===== src/rtl/hdd_pkg.sv =====
// Shared types, constants and code-tree tables for the prefix-code difference decoder.
`timescale 1ns / 1ps

package hdd_pkg;

    // Default width of the extra-bit field and the fixed field widths.
    localparam int DIFF_BITS_DEFAULT = 14;
    localparam int DIFF_W            = 15;
    localparam int LEN_W             = 4;
    localparam int NODE_W            = 5;
    localparam int TREE_NODES        = 32;
    localparam int NUM_SLOTS         = 2;
    localparam int SEL_W             = 2;

    // Code-tree selector values.
    localparam logic [SEL_W-1:0] TBL_LOSSY12   = 2'd0;
    localparam logic [SEL_W-1:0] TBL_LOSSY14   = 2'd1;
    localparam logic [SEL_W-1:0] TBL_LOSSLESS  = 2'd2;

    // One tree entry: an internal node sends bit 1 to val and bit 0 to the next node.
    // A leaf holds its length symbol in val.
    typedef struct packed {
        logic              leaf;
        logic [NODE_W-1:0] val;
    } tree_entry_t;

    // Commands from the controller to the datapath.
    typedef struct packed {
        logic load;
        logic step;
        logic commit;
    } hdd_cmd_t;

    // Status from the datapath to the controller.
    typedef struct packed {
        logic out_empty;
    } hdd_status_t;

    // Tree tables, entries coded as {leaf, val}.
    localparam logic [NODE_W:0] TREE_LOSSY12 [TREE_NODES] = '{
        6'd6,  6'd3,  6'd37, 6'd5,  6'd36, 6'd35, 6'd10, 6'd9,  6'd38, 6'd34,
        6'd12, 6'd39, 6'd14, 6'd33, 6'd16, 6'd32, 6'd18, 6'd40, 6'd20, 6'd41,
        6'd22, 6'd43, 6'd24, 6'd42, 6'd26, 6'd44, 6'd32, 6'd32, 6'd32, 6'd32,
        6'd32, 6'd32
    };

    localparam logic [NODE_W:0] TREE_LOSSY14 [TREE_NODES] = '{
        6'd6,  6'd3,  6'd37, 6'd5,  6'd38, 6'd36, 6'd10, 6'd9,  6'd39, 6'd40,
        6'd14, 6'd13, 6'd35, 6'd41, 6'd18, 6'd17, 6'd34, 6'd33, 6'd22, 6'd21,
        6'd32, 6'd42, 6'd24, 6'd43, 6'd26, 6'd44, 6'd28, 6'd45, 6'd46, 6'd32,
        6'd32, 6'd32
    };

    localparam logic [NODE_W:0] TREE_LOSSLESS [TREE_NODES] = '{
        6'd6,  6'd3,  6'd39, 6'd5,  6'd38, 6'd40, 6'd10, 6'd9,  6'd37, 6'd41,
        6'd14, 6'd13, 6'd36, 6'd42, 6'd18, 6'd17, 6'd35, 6'd43, 6'd22, 6'd21,
        6'd44, 6'd34, 6'd24, 6'd32, 6'd26, 6'd33, 6'd28, 6'd45, 6'd46, 6'd32,
        6'd32, 6'd32
    };

    // Look up one node of the selected tree; the unused selector maps to the lossless tree.
    function automatic tree_entry_t tree_lookup(input logic [SEL_W-1:0] sel,
                                                input logic [NODE_W-1:0] node);
        tree_entry_t entry;
        case (sel)
            TBL_LOSSY12: entry = tree_entry_t'(TREE_LOSSY12[node]);
            TBL_LOSSY14: entry = tree_entry_t'(TREE_LOSSY14[node]);
            default:     entry = tree_entry_t'(TREE_LOSSLESS[node]);
        endcase
        return entry;
    endfunction

endpackage


===== src/rtl/hdd_in_if.sv =====
// Input channel interface: one compressed byte and its restart flag per transfer.
`timescale 1ns / 1ps

interface hdd_in_if;
    logic       valid;
    logic       ready;
    logic [7:0] stream_byte;
    logic       restart;

    modport source (output valid, output stream_byte, output restart, input ready);
    modport sink   (input valid, input stream_byte, input restart, output ready);
endinterface


===== src/rtl/hdd_out_if.sv =====
// Output channel interface: one decoded difference and its end-of-byte mark per transfer.
`timescale 1ns / 1ps

interface hdd_out_if;
    logic                              valid;
    logic                              ready;
    logic signed [hdd_pkg::DIFF_W-1:0] difference;
    logic                              last_of_byte;

    modport source (output valid, output difference, output last_of_byte, input ready);
    modport sink   (input valid, input difference, input last_of_byte, output ready);
endinterface


===== src/rtl/hdd_controller.sv =====
// Sequencer that accepts a byte, steps through its eight bits and commits its results.
`timescale 1ns / 1ps

module hdd_controller (
    input  logic                 clk,
    input  logic                 rst_n,
    input  logic                 in_valid,
    output logic                 in_ready,
    input  hdd_pkg::hdd_status_t status,
    output hdd_pkg::hdd_cmd_t    cmd
);
    import hdd_pkg::*;

    typedef enum logic [1:0] {
        ST_IDLE,
        ST_RUN,
        ST_COMMIT
    } state_t;

    state_t     state_reg, state_next;
    logic [2:0] bit_cnt_reg, bit_cnt_next;

    // Next state and bit counter.
    always_comb
    begin
        state_next   = state_reg;
        bit_cnt_next = bit_cnt_reg;
        case (state_reg)
            ST_IDLE:
            begin
                if (in_valid)
                begin
                    state_next   = ST_RUN;
                    bit_cnt_next = 3'd0;
                end
            end
            ST_RUN:
            begin
                bit_cnt_next = bit_cnt_reg + 3'd1;
                if (bit_cnt_reg == 3'd7)
                begin
                    state_next = ST_COMMIT;
                end
            end
            ST_COMMIT:
            begin
                if (status.out_empty)
                begin
                    state_next = ST_IDLE;
                end
            end
            default:
            begin
                state_next = ST_IDLE;
            end
        endcase
    end

    // Commands are decoded from the current state.
    always_comb
    begin
        in_ready   = (state_reg == ST_IDLE);
        cmd.load   = (state_reg == ST_IDLE) && in_valid;
        cmd.step   = (state_reg == ST_RUN);
        cmd.commit = (state_reg == ST_COMMIT) && status.out_empty;
    end

    // State and counter registers.
    always_ff @(posedge clk or negedge rst_n)
    begin
        if (!rst_n)
        begin
            state_reg   <= ST_IDLE;
            bit_cnt_reg <= 3'd0;
        end
        else
        begin
            state_reg   <= state_next;
            bit_cnt_reg <= bit_cnt_next;
        end
    end

endmodule


===== src/rtl/hdd_datapath.sv =====
// Bit-serial tree walk, extra-bit gathering, sign extension and result buffering.
`timescale 1ns / 1ps

module hdd_datapath #(
    parameter int DIFF_BITS = hdd_pkg::DIFF_BITS_DEFAULT
) (
    input  logic                              clk,
    input  logic                              rst_n,
    input  hdd_pkg::hdd_cmd_t                 cmd,
    output hdd_pkg::hdd_status_t              status,
    input  logic                              cfg_wr_en,
    input  logic [hdd_pkg::SEL_W-1:0]         cfg_wr_data,
    input  logic [7:0]                        stream_byte,
    input  logic                              restart,
    output logic                              out_valid,
    input  logic                              out_ready,
    output logic signed [hdd_pkg::DIFF_W-1:0] difference,
    output logic                              last_of_byte
);
    import hdd_pkg::*;

    localparam int EXT_W = (DIFF_BITS + 1 > DIFF_W) ? DIFF_BITS + 1 : DIFF_W;
    localparam int IDX_W = $clog2(DIFF_BITS);

    // Configuration and bit-walk state.
    logic [SEL_W-1:0]     sel_reg;
    logic [7:0]           byte_reg, byte_next;
    logic [NODE_W-1:0]    node_reg, node_next;
    logic                 extra_reg, extra_next;
    logic [LEN_W-1:0]     len_reg, len_next;
    logic [LEN_W-1:0]     rem_reg, rem_next;
    logic [DIFF_BITS-1:0] bits_reg, bits_next;

    // Per-byte result slots and the output buffer.
    logic [DIFF_W-1:0] slot_val_reg [NUM_SLOTS];
    logic [1:0]        slot_cnt_reg, slot_cnt_next;
    logic [DIFF_W-1:0] out_val_reg [NUM_SLOTS];
    logic              out_last_reg [NUM_SLOTS];
    logic [1:0]        out_cnt_reg, out_cnt_next;

    logic              cur_bit;
    logic              emit;
    logic [DIFF_W-1:0] emit_val;
    tree_entry_t       cur_entry, start_entry, child_entry;
    logic [NODE_W-1:0] start_node, child;
    logic [LEN_W-1:0]  leaf_len;
    logic [EXT_W-1:0]  ext_v, ext_mask, ext_diff;
    logic [IDX_W-1:0]  top_idx;
    logic              pop;

    assign cur_bit = byte_reg[7];

    // Sign extension of the gathered extra bits, used when the last one arrives.
    always_comb
    begin
        bits_next = {bits_reg[DIFF_BITS-2:0], cur_bit};
        ext_v     = EXT_W'(bits_next);
        ext_mask  = (EXT_W'(1) << len_reg) - EXT_W'(1);
        top_idx   = IDX_W'(len_reg - LEN_W'(1));
        ext_diff  = bits_next[top_idx] ? ext_v : (ext_v - ext_mask);
    end

    // Tree step: restart from the root if the held node is a leaf of this tree.
    always_comb
    begin
        cur_entry   = tree_lookup(sel_reg, node_reg);
        start_node  = cur_entry.leaf ? '0 : node_reg;
        start_entry = tree_lookup(sel_reg, start_node);
        child       = cur_bit ? start_entry.val : start_node + NODE_W'(1);
        child_entry = tree_lookup(sel_reg, child);
        leaf_len    = (int'(child_entry.val[LEN_W-1:0]) > DIFF_BITS) ?
                      LEN_W'(DIFF_BITS) : child_entry.val[LEN_W-1:0];
    end

    // Next value of the bit-walk state for one step.
    always_comb
    begin
        byte_next  = byte_reg;
        node_next  = node_reg;
        extra_next = extra_reg;
        len_next   = len_reg;
        rem_next   = rem_reg;
        emit       = 1'b0;
        emit_val   = '0;
        if (cmd.load)
        begin
            byte_next = stream_byte;
            if (restart)
            begin
                node_next  = '0;
                extra_next = 1'b0;
                len_next   = '0;
                rem_next   = '0;
            end
        end
        else if (cmd.step)
        begin
            byte_next = {byte_reg[6:0], 1'b0};
            if (extra_reg)
            begin
                rem_next = rem_reg - LEN_W'(1);
                if (rem_reg == LEN_W'(1))
                begin
                    emit       = 1'b1;
                    emit_val   = ext_diff[DIFF_W-1:0];
                    node_next  = '0;
                    extra_next = 1'b0;
                    len_next   = '0;
                end
            end
            else if (child_entry.leaf)
            begin
                node_next = '0;
                if (leaf_len == '0)
                begin
                    emit = 1'b1;
                end
                else
                begin
                    extra_next = 1'b1;
                    len_next   = leaf_len;
                    rem_next   = leaf_len;
                end
            end
            else
            begin
                node_next = child;
            end
        end
    end

    // Bit-walk registers and the configuration register.
    always_ff @(posedge clk or negedge rst_n)
    begin
        if (!rst_n)
        begin
            sel_reg   <= TBL_LOSSY12;
            node_reg  <= '0;
            extra_reg <= 1'b0;
            len_reg   <= '0;
            rem_reg   <= '0;
        end
        else
        begin
            if (cfg_wr_en)
            begin
                sel_reg <= cfg_wr_data;
            end
            node_reg  <= node_next;
            extra_reg <= extra_next;
            len_reg   <= len_next;
            rem_reg   <= rem_next;
        end
    end

    // Byte shifter and extra-bit shifter; a new code clears the extra bits.
    always_ff @(posedge clk)
    begin
        byte_reg <= byte_next;
        if ((cmd.load && restart) || (cmd.step && !extra_reg))
        begin
            bits_reg <= '0;
        end
        else if (cmd.step)
        begin
            bits_reg <= bits_next;
        end
    end

    // Result slots: up to two differences per byte, later ones are dropped.
    always_comb
    begin
        slot_cnt_next = slot_cnt_reg;
        if (cmd.load)
        begin
            slot_cnt_next = 2'd0;
        end
        else if (emit && (slot_cnt_reg < 2'(NUM_SLOTS)))
        begin
            slot_cnt_next = slot_cnt_reg + 2'd1;
        end
    end

    always_ff @(posedge clk)
    begin
        if (emit && (slot_cnt_reg < 2'(NUM_SLOTS)))
        begin
            slot_val_reg[slot_cnt_reg[0]] <= emit_val;
        end
    end

    // Output buffer: filled from the slots at commit, drained one transfer at a time.
    assign pop = out_valid && out_ready;

    always_comb
    begin
        out_cnt_next = out_cnt_reg;
        if (cmd.commit)
        begin
            out_cnt_next = slot_cnt_reg;
        end
        else if (pop)
        begin
            out_cnt_next = out_cnt_reg - 2'd1;
        end
    end

    always_ff @(posedge clk or negedge rst_n)
    begin
        if (!rst_n)
        begin
            slot_cnt_reg <= 2'd0;
            out_cnt_reg  <= 2'd0;
        end
        else
        begin
            slot_cnt_reg <= slot_cnt_next;
            out_cnt_reg  <= out_cnt_next;
        end
    end

    always_ff @(posedge clk)
    begin
        if (cmd.commit)
        begin
            out_val_reg[0]  <= slot_val_reg[0];
            out_val_reg[1]  <= slot_val_reg[1];
            out_last_reg[0] <= (slot_cnt_reg == 2'd1);
            out_last_reg[1] <= 1'b1;
        end
        else if (pop)
        begin
            out_val_reg[0]  <= out_val_reg[1];
            out_last_reg[0] <= out_last_reg[1];
        end
    end

    assign out_valid        = (out_cnt_reg != 2'd0);
    assign difference       = out_val_reg[0];
    assign last_of_byte     = out_last_reg[0];
    assign status.out_empty = (out_cnt_reg == 2'd0);

endmodule


===== src/rtl/huffman_difference_decoder_top.sv =====
// Top level of the prefix-code difference decoder: channels, register port and sub-blocks.
`timescale 1ns / 1ps

// The decoder takes one compressed byte per input transfer and uses its bits most
// significant first, one bit per clock, walking the code tree chosen by the table
// select register (0 lossy 12-bit, 1 lossy 14-bit, 2 or 3 lossless 14-bit) and then
// gathering the extra bits of each code, which are sign-extended into a difference.
// Code and extra-bit state carries over between bytes unless restart is set. Each byte
// is first taken, then goes through eight bit steps of the serial tree walk, and then has
// its zero, one or two differences moved into the output buffer; that move waits until
// the previous byte's differences have all been transferred, so a slow sink adds its
// stall time. The last difference kept for a byte carries last_of_byte.
// Write the table select register only while the decoder is idle.
module huffman_difference_decoder_top #(
    parameter int DIFF_BITS = hdd_pkg::DIFF_BITS_DEFAULT
) (
    input  logic                      clk,
    input  logic                      rst_n,
    input  logic                      cfg_wr_en,
    input  logic [hdd_pkg::SEL_W-1:0] cfg_wr_data,
    hdd_in_if.sink                    in_stream,
    hdd_out_if.source                 out_diff
);
    import hdd_pkg::*;

    hdd_cmd_t    cmd;
    hdd_status_t status;

    // Sequencer.
    hdd_controller u_ctrl (
        .clk      (clk),
        .rst_n    (rst_n),
        .in_valid (in_stream.valid),
        .in_ready (in_stream.ready),
        .status   (status),
        .cmd      (cmd)
    );

    // Decoding datapath.
    hdd_datapath #(
        .DIFF_BITS (DIFF_BITS)
    ) u_dp (
        .clk          (clk),
        .rst_n        (rst_n),
        .cmd          (cmd),
        .status       (status),
        .cfg_wr_en    (cfg_wr_en),
        .cfg_wr_data  (cfg_wr_data),
        .stream_byte  (in_stream.stream_byte),
        .restart      (in_stream.restart),
        .out_valid    (out_diff.valid),
        .out_ready    (out_diff.ready),
        .difference   (out_diff.difference),
        .last_of_byte (out_diff.last_of_byte)
    );

endmodule

===== src/flat_wrapper.sv =====
// flat-port wrapper written by rule: the top's interface ports become plain ports
module huffman_difference_decoder_top_flat import hdd_pkg::*;
#(
    parameter int DIFF_BITS = hdd_pkg::DIFF_BITS_DEFAULT
)
  (clk, rst_n, cfg_wr_en, cfg_wr_data, in_stream_valid, in_stream_stream_byte, in_stream_restart, in_stream_ready, out_diff_valid, out_diff_difference, out_diff_last_of_byte, out_diff_ready);
  hdd_in_if in_stream_i ();
  hdd_out_if out_diff_i ();
  input  logic clk;
  input  logic rst_n;
  input  logic cfg_wr_en;
  input  logic [hdd_pkg::SEL_W-1:0] cfg_wr_data;
  input wire logic [$bits(in_stream_i.valid)-1:0] in_stream_valid;
  input wire logic [$bits(in_stream_i.stream_byte)-1:0] in_stream_stream_byte;
  input wire logic [$bits(in_stream_i.restart)-1:0] in_stream_restart;
  output wire logic [$bits(in_stream_i.ready)-1:0] in_stream_ready;
  output wire logic [$bits(out_diff_i.valid)-1:0] out_diff_valid;
  output wire logic [$bits(out_diff_i.difference)-1:0] out_diff_difference;
  output wire logic [$bits(out_diff_i.last_of_byte)-1:0] out_diff_last_of_byte;
  input wire logic [$bits(out_diff_i.ready)-1:0] out_diff_ready;
  assign in_stream_i.valid = in_stream_valid;
  assign in_stream_i.stream_byte = in_stream_stream_byte;
  assign in_stream_i.restart = in_stream_restart;
  assign in_stream_ready = in_stream_i.ready;
  assign out_diff_valid = out_diff_i.valid;
  assign out_diff_difference = out_diff_i.difference;
  assign out_diff_last_of_byte = out_diff_i.last_of_byte;
  assign out_diff_i.ready = out_diff_ready;
  huffman_difference_decoder_top #(.DIFF_BITS(DIFF_BITS)) u_core (.clk(clk), .rst_n(rst_n), .cfg_wr_en(cfg_wr_en), .cfg_wr_data(cfg_wr_data), .in_stream(in_stream_i), .out_diff(out_diff_i));
endmodule

===== config.mk =====
export PLATFORM = sky130hd
export DESIGN_NAME = huffman_difference_decoder_top_flat
export DESIGN_NICKNAME = d
export VERILOG_FILES = /design/src/rtl/hdd_pkg.sv /design/src/rtl/hdd_in_if.sv /design/src/rtl/hdd_out_if.sv /design/src/rtl/hdd_controller.sv /design/src/rtl/hdd_datapath.sv /design/src/rtl/huffman_difference_decoder_top.sv /design/src/flat_wrapper.sv
export SDC_FILE = /design/constraint.sdc
export NUM_CORES = 1
export LEC_CHECK = 0
export ABC_AREA = 1
export ABC_CLOCK_PERIOD_IN_PS = 5800
export BUFFER_PORTS_ARGS = -buffer_cell sky130_fd_sc_hd__buf_2
export CAP_MARGIN = 10
export CORE_ASPECT_RATIO = 1.4
export CORE_MARGIN = 4
export CORE_UTILIZATION = 35
export DETAILED_ROUTE_END_ITERATION = 12
export GPL_TIMING_DRIVEN = 0
export PLACE_DENSITY = 0.57
export SETUP_SLACK_MARGIN = 0.1
export SYNTH_ARGS = -nofsm -noshare
export SYNTH_HDL_FRONTEND = slang
export SYNTH_SLANG_ARGS = --single-unit
export TNS_END_PERCENT = 30

===== constraint.sdc =====
create_clock -name clk -period 5.8 [get_ports clk]
set_input_delay 0.87 -clock clk [delete_from_list [all_inputs] [get_ports clk]]
set_output_delay 0.87 -clock clk [all_outputs]
set_load 0.05 [all_outputs]

## After elaboration in Yosys (flattened, before gate mapping)

Memory sizes are Yosys's and may differ from the RTL's.
Cells that the tools add are included.

| cells by class | value |
|---|---|
| $add $sub $neg | 8 |
| magnitude comparators | 6 |
| equal/unequal tests | 12 |
| shift-type cells | 1 |
| mux-type cells | 81 |
| bitwise logic cells | 5 |
| reduce and logical (&&, ||, !) cells | 24 |

Operator list:

| kind | count |
|---|---|
| 15-bit 2-to-1 mux | 6 |
| 6-bit 2-to-1 mux | 12 |
| 5-bit 2-to-1 mux | 14 |
| 4-bit 2-to-1 mux | 11 |
| 6-bit one-hot mux with 2 select lines | 2 |
| 1-bit 2-to-1 mux | 22 |
| 6-bit >= comparator, second input constant | 3 |
| 5-bit inverter with 6-bit output | 3 |
| 8-bit 2-to-1 mux | 2 |
| 1-bit by 4-bit << shifter with 15-bit output, first input constant | 1 |
| 14-bit by 15-bit subtractor with 15-bit output | 1 |
| 15-bit by 2-bit subtractor with 15-bit output, second input constant | 1 |
| 2-bit 2-to-1 mux | 7 |
| 5-bit one-hot mux with 2 select lines | 1 |
| 2-bit nonzero test | 5 |
| 4-bit by 1-bit subtractor with 4-bit output, second input constant | 2 |
| 2-bit by 1-bit == test with 1-bit output, second input constant | 3 |
| 1-bit logical AND | 6 |
| 2-bit zero test | 3 |
| 2-bit inequality test, second input constant | 3 |
| 2-bit one-hot mux with 3 select lines | 1 |
| 3-bit one-hot mux with 2 select lines | 1 |
| 3-bit AND reduction | 2 |
| 5-bit by 1-bit adder with 5-bit output, second input constant | 1 |
| other kinds (22) | 24 |

| storage, ports and cells | value |
|---|---|
| flip-flop bits (word level) | 46 |
| memory bits (writable) | 62 |
| ROM bits | 1728 |
| output and inout port bits | 18 |
| logic and storage cells | 160 |
| memories | 12 |

Memory list:

| name | words | width | rd ports | clocked after memory_dff | wr ports | line | RTL |
|---|---|---|---|---|---|---|---|
| (name not given) | 32 | 6 | 1 | 0 | 0 | hdd_pkg.sv:68 | `default: entry = tree_entry_t'(TREE_LOSSLESS[node]);` |
| (name not given) | 32 | 6 | 1 | 0 | 0 | hdd_pkg.sv:67 | `TBL_LOSSY14: entry = tree_entry_t'(TREE_LOSSY14[node]);` |
| (name not given) | 32 | 6 | 1 | 0 | 0 | hdd_pkg.sv:66 | `TBL_LOSSY12: entry = tree_entry_t'(TREE_LOSSY12[node]);` |
| (name not given) | 32 | 6 | 1 | 0 | 0 | hdd_pkg.sv:68 |  |
| (name not given) | 32 | 6 | 1 | 0 | 0 | hdd_pkg.sv:67 |  |
| (name not given) | 32 | 6 | 1 | 0 | 0 | hdd_pkg.sv:66 |  |
| 6 more memories | n/a | n/a | n/a | n/a | n/a | n/a |  |

## Logic depth before layout (Yosys ltp)

| logic depth | value |
|---|---|
| word-level depth | 28 |
| depth in mapped cells | 36 |
| gate-level depth less buffers | 35 |

## Modules after synthesis

From an unflattened synthesis, not the netlist that was laid out.

| unflattened totals | value |
|---|---|
| cells, all modules | 895 |
| area, all modules | 7343.3 um^2 |

Modules (own cells, without submodules):

| module | instances | cells an instance | area each (um^2) |
|---|---|---|---|
| hdd_datapath | 1 | 863 | 7089.3 |
| hdd_controller | 1 | 32 | 254.0 |

## Least setup slack after synthesis

No wires, ideal clock.

| timing | value |
|---|---|
| path type | register to register |
| from | register u_core.u_dp.sel_reg[1] |
| to | memory u_core.u_dp.slot_val_reg[1][0] (enable) |
| arrival | 4.261 ns |
| required time | 5.414 ns |
| slack | 1.152 ns |
| cell stages (with the launch flop) | 31 |
| buffers on the path | 2 |
| cell sequence | dfrtp_1 -> buf_6 -> nor2_8 -> inv_2 -> nor2_1 -> nand2_2 -> nand3_4 -> nand2_1 -> inv_1 -> ha_1 -> inv_1 -> o311ai_0 -> inv_1 -> nand2_1 -> nand2_1 -> nand2_1 -> nand2_1 -> nor2_1 -> nor2_2 -> buf_4 -> ha_1 -> or2_2 -> nand2_1 -> nand3_1 -> nand2_1 -> nor2_1 -> nor2_2 -> nand3_1 -> nand2_1 -> nand2_1 -> nor2_1 |

| between the ends | value |
|---|---|
| longest elaborated chain between the ends | 25 |
| elaborated cells on any way between the ends | 39 |
| classes of those cells | add/sub: 1; order compare: 1; eq/ne: 1; mux: 25; bitwise: 2; reduce/logical: 3; memory: 6 |

Ends and longest elaborated chain:

| element | line | RTL |
|---|---|---|
| from (decl) | hdd_datapath.sv:26 | `logic [SEL_W-1:0] sel_reg;` |
| from (signal assigned) | hdd_datapath.sv:147 | `sel_reg <= cfg_wr_data;` |
| 2-bit by 1-bit == test with 1-bit output or 2-bit zero test (tied branches) | hdd_pkg.sv:65 | `case (sel)` |
| 6-bit one-hot mux with 2 select lines | hdd_pkg.sv:65 |  |
| 5-bit 2-to-1 mux | hdd_datapath.sv:67 | `start_node = cur_entry.leaf ? '0 : node_reg;` |
| 5-bit inverter with 6-bit output (implied by the code) | hdd_pkg.sv:66, hdd_pkg.sv:67, hdd_pkg.sv:68 |  |
| memory read 32 x 6 bit, on equally long branches | n/a |  |
| 5-bit 2-to-1 mux, on equally long branches (2 in series) | hdd_pkg.sv:68, hdd_pkg.sv:66, hdd_pkg.sv:67 |  |
| 5-bit one-hot mux with 2 select lines | hdd_pkg.sv:65 |  |
| 5-bit 2-to-1 mux | hdd_datapath.sv:69 | `child = cur_bit ? start_entry.val : start_node + NODE_W'(1);` |
| [8 not listed] | n/a |  |
| 1-bit 2-to-1 mux | hdd_datapath.sv:114 | `if (leaf_len == '0)` |
| 1-bit 2-to-1 mux * | hdd_datapath.sv:111 | `else if (child_entry.leaf)` |
| 1-bit 2-to-1 mux * | hdd_datapath.sv:99 | `if (extra_reg)` |
| 1-bit 2-to-1 mux * | hdd_datapath.sv:96 | `else if (cmd.step)` |
| 1-bit 2-to-1 mux * | hdd_datapath.sv:85 | `if (cmd.load)` |
| 1-bit logical AND * | hdd_datapath.sv:186 | `if (emit && (slot_cnt_reg < 2'(NUM_SLOTS)))` |
| 1-bit 2-to-1 mux * | hdd_datapath.sv:186 |  |
| 1-bit 2-to-1 mux (implied by the code) * | hdd_datapath.sv:188 | `slot_val_reg[slot_cnt_reg[0]] <= emit_val;` |
| to (decl) | hdd_datapath.sv:35 | `logic [DIFF_W-1:0] slot_val_reg [NUM_SLOTS];` |

Every way passes the cells marked *; elsewhere a longest branch is shown, timed or not. The select of a mux whose other input is x is not followed.

## Final worst setup path

| timing | value |
|---|---|
| from | register u_core.u_dp.sel_reg[1] |
| to | memory u_core.u_dp.slot_val_reg[1][7] (enable) |

The elaborated chain is that of the path after synthesis.

==> summary by stage <==
Route
The detail route stage leaves a number of antenna-violating nets equal to 0. The vias after detailed routing is 6003. The violation count after the first detailed-route iteration is 332. The routed wirelength normalized by instance count is roughly 15 µm. The final layout contains routed wiring with a total length of 17500 µm. The length of the first detailed-routing pass in iterations is 4.

In the routed layout, each cell is associated on average with a via count of roughly 5. In the routed design, unresolved DRC markers number 0.

Setup path
The cell that appears most often on the critical path is sky130_fd_sc_hd__nand2_1. The number of buffers and inverters on the critical path is 7. The critical path is of the register to register type. The endpoint kind of the worst setup timing path is a register. Data on the critical path arrives at its endpoint at ~5300 ps. STA classifies the critical path startpoint as a register. The worst endpoint required time is between 5000 and 6000 ps. The slowest cell on the critical path is sky130_fd_sc_hd__dfrtp_1. In this design, the stage delay of the slowest critical-path cell is 370 ps. The category of cells accounting for the largest share of critical-path delay is simple AND/OR/NAND/NOR gates. The peak fanout along the critical path is 11.

Final layout
The count of filler cells inserted in the layout is 2121. For this run, the post-layout net count is between 1000 and 1500. After the flow finishes, the layout carries non-filler instances totaling 1186.

The area growth from synthesis to layout is 10.7%. The antenna cell count is 0. The total non-filler cell area in the finished layout is between 0.008 and 0.009 mm². The share of cells above drive strength 1 is 0.141.

Timing
Across all setup checks in the final design, the least slack found is 583 ps. The max-slew headroom at the worst pin is 0.402. The count of endpoints failing hold in the final timing report is 0. Clock skew on the completed layout was measured at 10.6 ps. The final period utilization is 0.899. Setup violations remaining at the end of the flow were counted as 0. The time the final worst path needs with I/O delays and setup is ~5200 ps. Setup repair after global routing left no endpoint under its margin.

Static timing analysis puts the maximum clock frequency at 192 MHz. The max-slew violation total from the final report is 0. At the pin with the least slew margin, the transition time is 893 ps.

Global route
The number of global-route vias before repair came to 5968. For this run, global-route usage on met3 was measured as 0.0224. The global-route met2 utilization is 0.284. Entering global routing, the biggest net connects 26 pins.

The total track usage is 0.157. The residual overflow from global routing is 0. For this run, global-route usage on met1 was measured as 0.177. The wire length of the first global-routing pass is 29200 µm. The initial antenna violation count was 0. The most used routing layer is met2.

CTS
The buffer levels on the longest clock path is 2. The CTS tree is done. The CTS H-tree depth is 3.

The tree is rooted in a sky130_fd_sc_hd__clkbuf_16. Buffers inserted to repair hold after CTS numbered 0. The total setup buffers inserted after CTS is 0. The total clock sinks is 108. In this run, CTS created clock tree buffers numbering 9. The clock reaches the later pin of the worst-skew pair after 350 ps. After clock tree synthesis, the clock-pin slew on the worst setup and hold paths is 80 ps.

Flow run
The tool flagged a number of max-cap violations equal to 0.

Place
The setup slack at placement is 405 ps. The count of input and output buffers is 33. The number of placed instances with taps included is approximately 1200. The detailed placer's ending HPWL is 13500 µm.

The routability congestion estimate is 0.952. The cell area after placement is 0.00781 mm².

Synthesis
For this run, the number of Yosys warnings is 0. Yosys attributes the largest share of cell area to sky130_fd_sc_hd__edfxtp_1 (28%), sky130_fd_sc_hd__nand2_1 (13%), sky130_fd_sc_hd__ha_1 (10%). The cell count after synthesis is around 900. The total nets after synthesis is 955.

The register bit total from synthesis is 108. The synthesized netlist occupies a cell area of 0.00731 mm². The share of the synthesized area in the top cell type is 0.283.

The mean area per synthesized cell is 8.32 µm². The distinct cell type count of the synthesized netlist is 53. The share of the Yosys chip area taken by registers is 0.407. The cell accounting for the most synthesized area is sky130_fd_sc_hd__edfxtp_1.

Status
The run finished with clean final reports.

Floorplanning
In this run the count of I/O pins placed on the die edge is 34. The initial cell density of the core is 0.356. The core region is 0.0206 mm². The total number of placement rows is 62. The area enclosed by the die boundary is around 0.023 mm². The floorplan step set the die width to 130 µm. The floorplan step set the die height to between 150 and 200 µm.

Min path
In this run the worst hold path is classified as register to register.
layer usage:
layer | wire [µm] | part of all wire | vias to the layer above
met4 | 671 | 0.038 | 0
met5 | 0 | 0 | -
met1 | 6960 | 0.40 | 2766
met3 | 597 | 0.034 | 39
met2 | 9300 | 0.53 | 138
li1 | - | - | 3060
worst paths after layout:
kind,startpoint,to,slack (ps),cells past startpoint
max reg2reg,u_core.u_dp.sel_reg[1]$_DFFE_PN0P_,u_core.u_dp.slot_val_reg[1][7]$_DFFE_PP_,580,31
min,u_core.u_dp.slot_val_reg[1][0]$_DFFE_PP_,u_core.u_dp.out_val_reg[1][0]$_DFFE_PP_,420,0
min in group asynchronous,rst_n,u_core.u_dp.out_cnt_reg[1]$_DFFE_PN0P_,510,1
min reg2reg,u_core.u_dp.slot_val_reg[1][0]$_DFFE_PP_,u_core.u_dp.out_val_reg[1][0]$_DFFE_PP_,420,0
max,u_core.u_dp.sel_reg[1]$_DFFE_PN0P_,u_core.u_dp.slot_val_reg[1][7]$_DFFE_PP_,580,31
max in group asynchronous,rst_n,u_core.u_dp.len_reg[1]$_DFFE_PN0P_,4900,1
repair_timing:
item	in CTS	in global routing
setup endpoints to repair	0	22
gates resized for setup	0	3
endpoints found under the hold margin	0	0
cells by family after synthesis:
kind of cell / after synthesis / synth area share
fa+ha+maj: 60 / 0.104
mux: 15 / 0.0231
xor+xnor: 15 / 0.0180
buf+inv: 107 / 0.0698
flops: 108 / 0.407
simple gates: 439 / 0.269
compound gates: 135 / 0.109
cell type report:
type | count | area [µm²] | share of cell area
clock buffer | 10 | 229 | 0.0283
inverter | 78 | 293 | 0.0362
timing repair buffer | 35 | 180 | 0.0223
clock inverter | 6 | 46.3 | 0.00572
multi-input combinational | 664 | 3830 | 0.473
tap | 256 | 320 | 0.0396
buffer | 29 | 218 | 0.0269
sequential | 108 | 2980 | 0.368
worst reg2reg max path: cells and delay by family, from the launching register on:
kind | cells | cell delay [ps]
AND/OR/NAND/NOR | 21 | 2680
buffers and inverters | 7 | 1110
flip-flops | 1 | 370
AO/OA/AOI/OAI | 1 | 300
adder cells (fa/ha/maj) | 2 | 470
cells in the mapped netlist, drive strengths merged:
| master | instances |
|---|---|
| a211oi | 3 |
| a21oi | 61 |
| a221o | 1 |
| a22o | 2 |
| a31oi | 1 |
| buf | 15 |
| clkbuf | 14 |
| clkinv | 5 |
| dfrtp | 25 |
| dfxtp | 14 |
| edfxtp | 69 |
| fa | 1 |
| ha | 59 |
| inv | 73 |
| mux2 | 15 |
| nand2 | 263 |
| nand3 | 95 |
| nand3b | 6 |
| nand4 | 3 |
| nor2 | 66 |
| nor3 | 2 |
| o2111ai | 1 |
| o211ai | 6 |
| o21ai | 45 |
| o21bai | 4 |
| o221ai | 1 |
| o311ai | 1 |
| o31ai | 2 |
| o32ai | 7 |
| or2 | 4 |
| xnor2 | 7 |
| xor2 | 8 |
cell usage in the layout (no fill, tap or decap), types with 8 or more instances in the layout:
cell type | netlist | final
sky130_fd_sc_hd__dfrtp_1 | 25 | 25
sky130_fd_sc_hd__clkbuf_1 | 11 | 12
sky130_fd_sc_hd__nor2_2 | 7 | 9
sky130_fd_sc_hd__clkbuf_16 | 0 | 9
sky130_fd_sc_hd__o21ai_0 | 32 | 32
sky130_fd_sc_hd__inv_1 | 68 | 67
sky130_fd_sc_hd__nand2_2 | 12 | 12
sky130_fd_sc_hd__a21oi_1 | 58 | 58
sky130_fd_sc_hd__xor2_1 | 8 | 8
sky130_fd_sc_hd__nand2_1 | 244 | 244
sky130_fd_sc_hd__nor2_1 | 57 | 55
sky130_fd_sc_hd__mux2_2 | 15 | 15
sky130_fd_sc_hd__o21ai_1 | 11 | 11
sky130_fd_sc_hd__buf_2 | 2 | 35
sky130_fd_sc_hd__dfxtp_1 | 14 | 14
sky130_fd_sc_hd__ha_1 | 59 | 59
sky130_fd_sc_hd__nand3_1 | 90 | 90
sky130_fd_sc_hd__edfxtp_1 | 69 | 69
metrics by stage:
stage	util	hold WS [ps]	TNS, ps
after floorplan	-	397	0
after global placement	0.379	400	-164
after detailed placement	0.380	405	0
after CTS	0.393	419	0
after global routing	0.394	414	0
final	0.394	416	0
Power is not shown: default switching activity piles up to over one toggle a cycle in this logic, so the estimate is an artifact.
